<file path="src/sv/cwnu_pkg.sv">
// ----------------------------------------------------------------------------
// cwnu_pkg
// Shared widths, result codes and controller types for the node update block.
// ----------------------------------------------------------------------------
`default_nettype none

package cwnu_pkg;

	localparam int MAX_LINKS_DEF = 64;

	localparam int P_W      = 24;               // pressure, Q8.16
	localparam int G_W      = 24;               // conductance, UQ8.16
	localparam int PROD_W   = 48;               // conductance * pressure
	localparam int WSUM_W   = 55;               // signed Q23.32 accumulator
	localparam int WT_W     = 31;               // unsigned Q15.16 accumulator
	localparam int DVD_W    = 56;               // rounded dividend magnitude
	localparam int QUO_W    = 25;               // quotient bits produced
	localparam int STS_W    = 2;
	localparam int S_DATA_W = 72;
	localparam int M_DATA_W = 32;

	localparam logic [P_W-1:0] P_MAX = 24'h7F_FFFF;
	localparam logic [P_W-1:0] P_MIN = 24'h80_0000;

	typedef enum logic [STS_W-1:0] {
		RES_OK        = 2'd0,
		RES_ZERO_COND = 2'd1,
		RES_TOO_MANY  = 2'd2
	} res_code_t;

	typedef enum logic [2:0] {
		ST_IDLE,
		ST_ACC,
		ST_CHK,
		ST_DIV,
		ST_OUT
	} state_t;

	// controller -> datapath
	typedef struct packed {
		logic capture;
		logic acc;
		logic div_start;
		logic load_out;
		logic clr;
	} cmd_t;

	// datapath -> controller
	typedef struct packed {
		logic last;
		logic special;
		logic div_done;
		logic out_free;
	} sts_t;

endpackage

`default_nettype wire

</file>
<file path="src/sv/conductance_weighted_node_update.sv">
// ----------------------------------------------------------------------------
// conductance_weighted_node_update
// One node's relaxation update: conductance-weighted average of neighbor
// pressures, rounded to nearest with ties away from zero.
// ----------------------------------------------------------------------------
// Usage:
//   Feed the links of one node on the slave stream, one transaction per link,
//   with tlast on the final link. tuser carries the boundary flag; own pressure
//   and the boundary flag are taken from the last link only.
//   One transaction leaves the master stream per node: the new pressure and a
//   status (ok, zero total conductance, too many links).
// Sequence:
//   A link that is not last is captured with the multiply, then accumulated;
//   no new link is taken until it is accumulated. A last link is captured,
//   accumulated and checked; when an average is formed it then goes through
//   the one-bit-per-cycle divider (25 quotient bits, then done) before the
//   output register is loaded, while a special case skips the divider.
//   The divider sets the node cost.
// Reset:
//   arst_n clears the accumulators, link count, sequencer and tvalid at once.
// Stall:
//   The output register holds the result until taken; links of the next node
//   are accepted meanwhile. A second result waits in the sequencer (s_tready
//   low) until the output register frees up.
// ----------------------------------------------------------------------------
`default_nettype none

module conductance_weighted_node_update
	import cwnu_pkg::*;
#(
	parameter int MAX_LINKS = MAX_LINKS_DEF
) (
	input  wire logic                clk,
	input  wire logic                arst_n,
	input  wire logic                s_tvalid,
	output logic                     s_tready,
	// [23:0] conductance, [47:24] neighbor_pressure, [71:48] own_pressure
	input  wire logic [S_DATA_W-1:0] s_tdata,
	// [0] is_boundary
	input  wire logic                s_tuser,
	input  wire logic                s_tlast,
	output logic                     m_tvalid,
	input  wire logic                m_tready,
	// [23:0] new_pressure, [25:24] status, [31:26] zero
	output logic [M_DATA_W-1:0]      m_tdata
);

	cmd_t                    cmd;
	sts_t                    sts;
	logic signed [P_W-1:0]   new_pressure;
	logic        [STS_W-1:0] status;

	// sequencer
	cwnu_ctrl u_ctrl (
		.clk     (clk),
		.arst_n  (arst_n),
		.in_valid(s_tvalid),
		.sts     (sts),
		.in_ready(s_tready),
		.cmd     (cmd)
	);

	// unpack the link fields straight into the datapath
	cwnu_dp #(
		.MAX_LINKS(MAX_LINKS)
	) u_dp (
		.clk              (clk),
		.arst_n           (arst_n),
		.cmd              (cmd),
		.sts              (sts),
		.conductance      (s_tdata[G_W-1:0]),
		.neighbor_pressure(s_tdata[G_W+P_W-1:G_W]),
		.own_pressure     (s_tdata[G_W+2*P_W-1:G_W+P_W]),
		.is_boundary      (s_tuser),
		.last_link        (s_tlast),
		.m_ready          (m_tready),
		.m_valid          (m_tvalid),
		.new_pressure     (new_pressure),
		.status           (status)
	);

	// pack the result, zero fill to whole bytes
	assign m_tdata = {{(M_DATA_W-P_W-STS_W){1'b0}}, status, new_pressure};

endmodule

`default_nettype wire

</file>
<file path="src/sv/cwnu_div.sv">
// ----------------------------------------------------------------------------
// cwnu_div
// Restoring divider, one quotient bit per cycle.
// ----------------------------------------------------------------------------
`default_nettype none

module cwnu_div
	import cwnu_pkg::*;
(
	input  wire logic             clk,
	input  wire logic             arst_n,
	input  wire logic             start,
	input  wire logic [DVD_W-1:0] dvd,
	input  wire logic [WT_W-1:0]  dsr,
	output logic      [QUO_W-1:0] quo,
	output logic                  done
);

	localparam int CNT_W = $clog2(QUO_W + 1);

	logic [WT_W-1:0]  rem_q;
	logic [QUO_W-1:0] sh_q;
	logic [CNT_W-1:0] cnt_q;

	logic [WT_W:0]    rem2;
	logic             ge;
	logic [WT_W:0]    diff;

	assign rem2 = {rem_q, sh_q[QUO_W-1]};
	assign ge   = rem2 >= {1'b0, dsr};
	assign diff = rem2 - {1'b0, dsr};

	// quotient fits QUO_W bits, so the upper dividend bits are already below dsr
	always_ff @(posedge clk or negedge arst_n) begin
		if (!arst_n) begin
			cnt_q <= '0;
		end else if (start) begin
			cnt_q <= CNT_W'(QUO_W);
		end else if (cnt_q != '0) begin
			cnt_q <= cnt_q - 1'b1;
		end
	end

	always_ff @(posedge clk) begin
		if (start) begin
			rem_q <= dvd[DVD_W-1:QUO_W];
			sh_q  <= dvd[QUO_W-1:0];
		end else if (cnt_q != '0) begin
			rem_q <= ge ? diff[WT_W-1:0] : rem2[WT_W-1:0];
			sh_q  <= {sh_q[QUO_W-2:0], ge};
		end
	end

	assign quo  = sh_q;
	assign done = (cnt_q == '0);

endmodule

`default_nettype wire

</file>
<file path="src/sv/cwnu_dp.sv">
// ----------------------------------------------------------------------------
// cwnu_dp
// Datapath: link product, accumulators, rounding divider and result register.
// ----------------------------------------------------------------------------
`default_nettype none

module cwnu_dp
	import cwnu_pkg::*;
#(
	parameter int MAX_LINKS = MAX_LINKS_DEF
) (
	input  wire logic                    clk,
	input  wire logic                    arst_n,
	input  wire cmd_t                    cmd,
	output sts_t                         sts,
	input  wire logic        [G_W-1:0]   conductance,
	input  wire logic signed [P_W-1:0]   neighbor_pressure,
	input  wire logic signed [P_W-1:0]   own_pressure,
	input  wire logic                    is_boundary,
	input  wire logic                    last_link,
	input  wire logic                    m_ready,
	output logic                         m_valid,
	output logic signed      [P_W-1:0]   new_pressure,
	output logic             [STS_W-1:0] status
);

	localparam int CNT_W = $clog2(MAX_LINKS + 1);

	logic signed [PROD_W:0]   prod_full;
	logic signed [PROD_W-1:0] prod_s1;
	logic [G_W-1:0]           cond_q;
	logic [P_W-1:0]           own_q;
	logic                     boundary_q;
	logic                     last_q;

	logic [WSUM_W-1:0]        wsum_q;
	logic [WT_W-1:0]          wt_q;
	logic [CNT_W-1:0]         cnt_q;
	logic                     ovf_q;

	logic                     m_valid_q;
	logic [P_W-1:0]           press_q;
	logic [STS_W-1:0]         stat_q;

	logic                     full;
	logic                     wt_zero;
	logic                     neg;
	logic [DVD_W-1:0]         wsum_x;
	logic [DVD_W-1:0]         half_x;
	logic [DVD_W-1:0]         dvd;
	logic [QUO_W-1:0]         quo;
	logic                     div_done;
	logic [QUO_W-1:0]         quo_neg;
	logic [P_W-1:0]           avg;
	logic [P_W-1:0]           res_press;
	res_code_t                res_code;

	assign prod_full = $signed({1'b0, conductance}) * neighbor_pressure;

	// hold the link until the accumulate cycle
	always_ff @(posedge clk) begin
		if (cmd.capture) begin
			prod_s1    <= prod_full[PROD_W-1:0];
			cond_q     <= conductance;
			own_q      <= own_pressure;
			boundary_q <= is_boundary;
		end
	end

	always_ff @(posedge clk or negedge arst_n) begin
		if (!arst_n) begin
			last_q <= 1'b0;
		end else if (cmd.capture) begin
			last_q <= last_link;
		end
	end

	assign full = (cnt_q >= CNT_W'(MAX_LINKS));

	always_ff @(posedge clk or negedge arst_n) begin
		if (!arst_n) begin
			wsum_q <= '0;
			wt_q   <= '0;
			cnt_q  <= '0;
			ovf_q  <= 1'b0;
		end else if (cmd.clr) begin
			wsum_q <= '0;
			wt_q   <= '0;
			cnt_q  <= '0;
			ovf_q  <= 1'b0;
		end else if (cmd.acc) begin
			if (full) begin
				ovf_q <= 1'b1;
			end else begin
				wsum_q <= wsum_q + {{(WSUM_W-PROD_W){prod_s1[PROD_W-1]}}, prod_s1};
				wt_q   <= wt_q + {{(WT_W-G_W){1'b0}}, cond_q};
				cnt_q  <= cnt_q + 1'b1;
			end
		end
	end

	// |wsum| + wt/2 in one adder: for a negative sum it is wt/2 - wsum
	assign neg    = wsum_q[WSUM_W-1];
	assign wsum_x = {{(DVD_W-WSUM_W){wsum_q[WSUM_W-1]}}, wsum_q};
	assign half_x = {{(DVD_W-WT_W+1){1'b0}}, wt_q[WT_W-1:1]};
	assign dvd    = neg ? (half_x - wsum_x) : (wsum_x + half_x);

	cwnu_div u_div (
		.clk   (clk),
		.arst_n(arst_n),
		.start (cmd.div_start),
		.dvd   (dvd),
		.dsr   (wt_q),
		.quo   (quo),
		.done  (div_done)
	);

	assign quo_neg = -quo;

	always_comb begin
		if (neg) begin
			avg = (quo > QUO_W'(P_MIN)) ? P_MIN : quo_neg[P_W-1:0];
		end else begin
			avg = (quo > QUO_W'(P_MAX)) ? P_MAX : quo[P_W-1:0];
		end
	end

	assign wt_zero = (wt_q == '0);

	always_comb begin
		res_press = own_q;
		res_code  = RES_OK;
		if (ovf_q) begin
			res_code = RES_TOO_MANY;
		end else if (boundary_q) begin
			res_code = RES_OK;
		end else if (wt_zero) begin
			res_code = RES_ZERO_COND;
		end else begin
			res_press = avg;
		end
	end

	always_ff @(posedge clk or negedge arst_n) begin
		if (!arst_n) begin
			m_valid_q <= 1'b0;
		end else if (cmd.load_out) begin
			m_valid_q <= 1'b1;
		end else if (m_ready) begin
			m_valid_q <= 1'b0;
		end
	end

	always_ff @(posedge clk) begin
		if (cmd.load_out) begin
			press_q <= res_press;
			stat_q  <= res_code;
		end
	end

	assign sts.last     = last_q;
	assign sts.special  = ovf_q | boundary_q | wt_zero;
	assign sts.div_done = div_done;
	assign sts.out_free = !m_valid_q || m_ready;

	assign m_valid      = m_valid_q;
	assign new_pressure = press_q;
	assign status       = stat_q;

endmodule

`default_nettype wire

</file>
<file path="src/sv/cwnu_ctrl.sv">
// ----------------------------------------------------------------------------
// cwnu_ctrl
// Sequencer: accept, accumulate, check, divide, hand over the result.
// ----------------------------------------------------------------------------
`default_nettype none

module cwnu_ctrl
	import cwnu_pkg::*;
(
	input  wire logic clk,
	input  wire logic arst_n,
	input  wire logic in_valid,
	input  wire sts_t sts,
	output logic      in_ready,
	output cmd_t      cmd
);

	state_t state_q;
	state_t state_d;

	always_ff @(posedge clk or negedge arst_n) begin
		if (!arst_n) begin
			state_q <= ST_IDLE;
		end else begin
			state_q <= state_d;
		end
	end

	always_comb begin
		state_d = state_q;
		case (state_q)
			ST_IDLE: begin
				if (in_valid) state_d = ST_ACC;
			end
			ST_ACC: begin
				state_d = sts.last ? ST_CHK : ST_IDLE;
			end
			ST_CHK: begin
				state_d = sts.special ? ST_OUT : ST_DIV;
			end
			ST_DIV: begin
				if (sts.div_done) state_d = ST_OUT;
			end
			ST_OUT: begin
				if (sts.out_free) state_d = ST_IDLE;
			end
			default: begin
				state_d = ST_IDLE;
			end
		endcase
	end

	always_comb begin
		in_ready      = 1'b0;
		cmd           = '0;
		case (state_q)
			ST_IDLE: begin
				in_ready    = 1'b1;
				cmd.capture = in_valid;
			end
			ST_ACC: begin
				cmd.acc = 1'b1;
			end
			ST_CHK: begin
				cmd.div_start = !sts.special;
			end
			ST_OUT: begin
				cmd.load_out = sts.out_free;
				cmd.clr      = sts.out_free;
			end
			default: begin
				in_ready = 1'b0;
			end
		endcase
	end

endmodule

`default_nettype wire

</file>
<file path="config.mk">
export PLATFORM = sky130hd
export DESIGN_NAME = conductance_weighted_node_update
export DESIGN_NICKNAME = d
export VERILOG_FILES = /design/src/sv/cwnu_pkg.sv /design/src/sv/conductance_weighted_node_update.sv /design/src/sv/cwnu_div.sv /design/src/sv/cwnu_dp.sv /design/src/sv/cwnu_ctrl.sv
export SDC_FILE = /design/constraint.sdc
export NUM_CORES = 2
export LEC_CHECK = 0
export BUFFER_PORTS_ARGS = -buffer_cell sky130_fd_sc_hd__buf_2
export CAP_MARGIN = 0
export CORE_AREA = 5 5 273 302
export DETAILED_ROUTE_END_ITERATION = 12
export DIE_AREA = 0 0 278 307
export PLACE_DENSITY = 0.66
export SLEW_MARGIN = 20
export SYNTH_ARGS = -nofsm -noshare
export SYNTH_HDL_FRONTEND = slang
export SYNTH_SLANG_ARGS = --single-unit
</file>
<file path="constraint.sdc">
create_clock -name clk -period 8.1 [get_ports clk]
set_input_delay 1.62 -clock clk [delete_from_list [all_inputs] [get_ports clk]]
set_output_delay 1.62 -clock clk [all_outputs]
set_load 0.01 [all_outputs]
</file>
## Word-level counts from Yosys, hierarchy flattened

Cells that the tools add are included.

| word-level totals | value |
|---|---|
| flip-flop bits (word level) | 283 |

| cells by class | value |
|---|---|
| magnitude comparators | 4 |
| $mul | 1 |
| equality and inequality tests | 8 |
| add/sub/neg operators | 8 |
| reduce and logical (&&, ||, !) cells | 15 |
| mux-type cells | 41 |
| bitwise gates (word level) | 2 |

Operators with widths:

| operator | count |
|---|---|
| 31-bit two-way mux | 6 |
| 55-bit two-way mux | 3 |
| 24-bit two-way mux | 6 |
| 55-bit by 31-bit adder with 56-bit output | 1 |
| 56-bit two-way mux | 1 |
| 31-bit by 55-bit subtractor with 56-bit output | 1 |
| 55-bit adder | 1 |
| 25-bit two-way mux | 2 |
| 25-bit by 24-bit multiplier with 48-bit output | 1 |
| 32-bit by 31-bit greater-or-equal comparator with 1-bit output | 1 |
| 31-bit by 24-bit adder with 31-bit output | 1 |
| 31-bit zero test | 1 |
| 31-bit subtractor | 1 |
| 25-bit by 23-bit > comparator with 1-bit output (second input constant) | 1 |
| 25-bit by 24-bit > comparator with 1-bit output (second input constant) | 1 |
| 24-bit negator | 1 |
| 7-bit two-way mux | 3 |
| 3-bit case mux with 5 select lines | 1 |
| 3-bit two-way mux | 4 |
| 1-bit two-way mux | 10 |
| 5-bit two-way mux | 2 |
| 2-bit nonzero test | 4 |
| 7-bit by 1-bit adder with 7-bit output (second input constant) | 1 |
| 7-bit greater-or-equal comparator (second input constant) | 1 |
| 16 further kinds | 24 |

## Depth between registers and ports, before layout

| depth | value |
|---|---|
| depth in word-level cells | 6 |
| mapped depth | 28 |

## Hierarchy

A second synthesis with hierarchy kept.

| second synthesis, totals | value |
|---|---|
| cell total of the unflattened synthesis | 4518 |
| area total of the unflattened synthesis | 40342.4 µm² |

By module, submodules not included:

| module | area each (µm²) | cells each | sequential area each (µm²) | instances |
|---|---|---|---|---|
| cwnu_dp | 35258.8 | 3985 | 6095.8 | 1 |
| cwnu_div | 4797.1 | 500 | 1806.7 | 1 |
| cwnu_ctrl | 237.7 | 26 | 75.1 | 1 |
| conductance_weighted_node_update | 48.8 | 7 | 0.0 | 1 |

## Worst setup path after synthesis

Ideal clock, no wire load.

| timing | value |
|---|---|
| kind | input to register |
| start | input port s_tdata[32] |
| end | register u_dp.prod_s1[47], data pin |
| cell stages on the path | 26 |
| slack | -0.090 ns |
| data arrival time | 7.924 ns |
| required time | 7.835 ns |
| buffers on the path | 1 |
| cells stage by stage | clkbuf_1 nand2_1 fa_1 inv_1 fa_1 inv_1 fa_1 fa_1 inv_1 ha_1 fa_1 inv_1 fa_1 inv_1 ha_1 o21ai_0 nor2_1 a21oi_1 a211o_1 a211o_1 o31ai_1 a21oi_1 o21ai_0 a21oi_1 a221oi_1 xnor2_1 |

| on the way | value |
|---|---|
| word-level cells in the longest chain between the ends | 1 |

Ends and longest elaborated chain:

| item | line | text |
|---|---|---|
| start: declaration | conductance_weighted_node_update.sv:38 | `input wire logic [S_DATA_W-1:0] s_tdata,` |
| 25-bit by 24-bit multiplier with 48-bit output | cwnu_dp.sv:58 | `assign prod_full = $signed({1'b0, conductance}) * neighbor_pressure;` |
| net u_dp.prod_full[47] | cwnu_dp.sv:29 | `logic signed [PROD_W:0] prod_full;` |
| end signal: assignment | cwnu_dp.sv:63 | `prod_s1 <= prod_full[PROD_W-1:0];` |
| end: declaration | cwnu_dp.sv:30 | `logic signed [PROD_W-1:0] prod_s1;` |

The timed path passes the listed nets, and every way through them passes these cells.
A chain may end at the register's enable or synchronous reset.

## Worst setup path in the final report

| timing | value |
|---|---|
| start | input port s_tdata[29] |
| end | register u_dp.prod_s1[39], data pin |

Same word-level chain as after synthesis.

==> summary.md <==
| Metric | Value |
|---|---|
| Status | `complete, no violations` |
| Routability cong. | `0.9474` |
| Layout cells sized above 1 | `9.358%` |
| FF-to-FF End | `u_dp.u_div.rem_q[23]` |
| Final setup viols | `0` |
| CP Launch Point | `s_tdata[29]` |
| #FFs+latches synth | `283` |
| Post-Route Utilization | `54.35%` |
| FF-to-FF path depth | `16` |
| CTS buffer count | `31` |
| Antenna Nets Post-Route | `0` |
| IO buf count | `105` |
| Yosys warns | `0` |
| Share of the synthesized area in the top cell type | `24.92%` |
| Avg WL per Cell | `17.55 um` |
| Critical path's slowest cell | `fa_1` |
| Min-Delay Startpoint | `u_dp.own_q[11]` |
| Vert. Die Dim | `307 um` |
| WHS Endpoint | `u_dp.new_pressure[11]` |
| Fraction of the yosys area taken by sequential cells | `20.43%` |
| Slew @ Worst Pin | `1.010 ns` |
| Synth top area cells | `fa_1 (25%), edfxtp_1 (14%), ha_1 (11%)` |
| DIE WIDTH | `278 um` |
| Crit Path Max Fanout | `11` |
| Clock Path Buffers | `3` |
| CP max stage delay | `0.56 ns` |
| Max_cap viols | `0` |
| CP bufs+invs | `9` |
| Mapped Area | `0.03904 sq mm` |
| Dpl ws | `-0.7378 ns` |
| CTS tree | `done` |
| Max-slew violation count | `0` |
| Critical Path AT | `8.23 ns` |
| Crit Path Category | `input pin to register` |
| Pin count of the biggest net entering global routing | `81` |
| Postcts setup bufs | `0` |
| Synth cell types | `81` |
| Post-DP HPWL | `82010 um` |
| Average size of a mapped cell | `8.965 sq um` |
| I/O pins | `112` |
| Part of the cycle the worst path needs | `97.23%` |
| Initial antenna violation count | `2` |
| CP most frequent cell | `fa_1` |
| First-pass GRT wire length | `163200 um` |
| Required time of the critical path | `8.45 ns` |
| Vias | `30649` |
| Most common cell in the synthesized netlist | `inv_1` |
| Drt pass-1 iters | `5` |
| CTS root buffer | `clkbuf_16` |
| Asr flop ratio synth | `36.75%` |
| HP Class | `register to register` |
| Num Clock Sinks | `283` |
| DR iter-0 viols | `1847` |
| Core ar. | `0.07937 sq mm` |
| Worst-path clk slew | `0.06 ns` |
| Final hold slack | `0.5316 ns` |
| # DRC | `0` |
| Final net count | `5443` |
| Initial Utilization | `49.19%` |
| FMAX | `127.0 MHz` |
| Layout Skew | `0.02824 ns` |
| WL final | `98630 um` |
| Vias in the first global route | `31287` |
| Worst setup margin | `0.2244 ns` |
| Unrepaired setup endpoints after global routing | `true` |
| Total gr overflow | `0` |
| Via density | `5.455` |
| DIE AREA | `0.08535 sq mm` |
| Crit. End Element | `register` |
| Hold Path Cell Cnt | `2` |
| Worst-Skew Late Latency | `0.61 ns` |
| Leading area contributor after synthesis | `fa_1` |
| Synth Flop Type | `edfxtp_1` |
| Slew HR | `31.84%` |
| H-tree depth | `1` |
| Min Tclk post-route | `7.876 ns` |
| Startpoint types | `input pin` |
| Synth top cells by count | `inv_1 (606), nand2_1 (525), fa_1 (486)` |
| All-Layer GR Usage | `23.07%` |
| Worst r2r src | `u_dp.wsum_q[4]` |
| Row count | `109` |
| Post-synth EDFFs | `179` |
| R2r setup slk | `2.15 ns` |
| Syn Inst Count | `4355` |
| Post-Layout Cell Count | `5619` |
| Top Family by Delay on Critical Path | `adder cells` |
| Final Hold Fails | `0` |
| Area Overhead vs Synth | `10.49%` |
| DP Cell Count | `5559` |
-- logic make-up (layout without fill, tap and decap cells) --
kind of cell	Yosys count	count (layout)	share of synthesized area [%]
XOR/XNOR	242	242	5.429
other	1	8	0.009605
flip-flops	283	283	20.43
multiplexers	10	10	0.2596
adder cells (fa/ha/maj)	827	827	35.85
AO/OA/AOI/OAI	853	853	13.26
AND/OR/NAND/NOR	1348	1348	17.04
buffers and inverters	791	994	7.726
-- worst register-to-register path: stages, from the launching register on --
cell and delay [ns]:
dfrtp_1 0.46, nor4_1 0.83, nand4b_1 0.59, nor2_1 0.37, a21oi_1 0.13, xnor2_1 0.44, ha_1 0.28, and3_1 0.22
nand2_1 0.08, a211oi_1 0.35, nor2_1 0.16, o211ai_1 0.75, and3_2 0.41, nor2b_2 0.25, and3_1 0.20, xnor2_1 0.12
a21oi_1 0.09
-- area by class of cell --
type	instances	area (sq um)
Tap cell	1054	1319
Clock inverter	15	148.9
Antenna cell	2	5.005
Timing Repair Buffer	330	2331
Fill cell	7312	36230
Multi-Input combinational cell	3286	28210
Clock buffer	43	870.8
Sequential cell	283	7979
Inverter	606	2275
-- stage by stage --
| stage | instance area (sq um) | TNS, ns |
|---|---|---|
| 2_1_floorplan | 39070 | 0 |
| 5_1_grt | 43130 | -0.1235 |
| 6_report | 43140 | 0 |
| 3_3_place_gp | 41990 | -6.527 |
| 4_1_cts | 43020 | 0 |
| 3_5_place_dp | 41990 | -8.163 |
-- what timing repair did --
| action | CTS | global route |
|---|---|---|
| gates resized for setup | 4 | 28 |
| hold buffers | 0 | 0 |
| gates cloned | 0 | 0 |
| pin swaps | 1 | 8 |
| hold endpoints to repair | 0 | 0 |
| setup endpoints to repair | 4 | 13 |
-- state kept, by name (all words and copies together) (netlist names) --
signal,cells
u_dp.wsum_q,55
u_dp.prod_s1,48
u_dp.u_div.rem_q,31
u_dp.wt_q,31
u_dp.u_div.quo,25
u_dp.cond_q,24
u_dp.new_pressure,24
u_dp.own_q,24
u_dp.cnt_q,7
u_dp.u_div.cnt_q,5
u_ctrl.state_q,3
u_dp.status,2
u_dp.boundary_q,1
u_dp.last_q,1
u_dp.m_valid,1
u_dp.ovf_q,1
-- worst max-delay path by stage --
stage	slack [ns]	to	depth (start not counted)
detailed placement	-0.74	u_dp.prod_s1[44]	26
floorplan	0.005	u_dp.prod_s1[47]	26
finish	0.22	u_dp.prod_s1[39]	29
global placement	-0.61	u_dp.prod_s1[44]	26
CTS	0.02	u_dp.prod_s1[39]	27
global route	-0.05	u_dp.prod_s1[47]	26
-- cells in the final DEF, fill, tap and decap left out, types with 64 or more instances in the layout --
master / instances
a21oi_1: 262
xor2_1: 91
ha_1: 339
inv_1: 606
edfxtp_1: 179
o21ai_0: 226
and2_1: 291
nor3_1: 72
nand2_1: 524
nor2_1: 177
dfrtp_1: 103
buf_2: 98
buf_4: 216
nand2b_1: 64
xnor2_1: 151
a21o_1: 86
fa_1: 484
-- per-layer routing --
metal  GRT usage (%)  part of all wire [%]
met5               0                0.0071
met4           4.761                   2.1
met3           2.149                   4.5
met2           41.33                    50
met1           30.82                    43
Power is not shown: default switching activity piles up to over one toggle a cycle in this logic, so the estimate is an artifact.
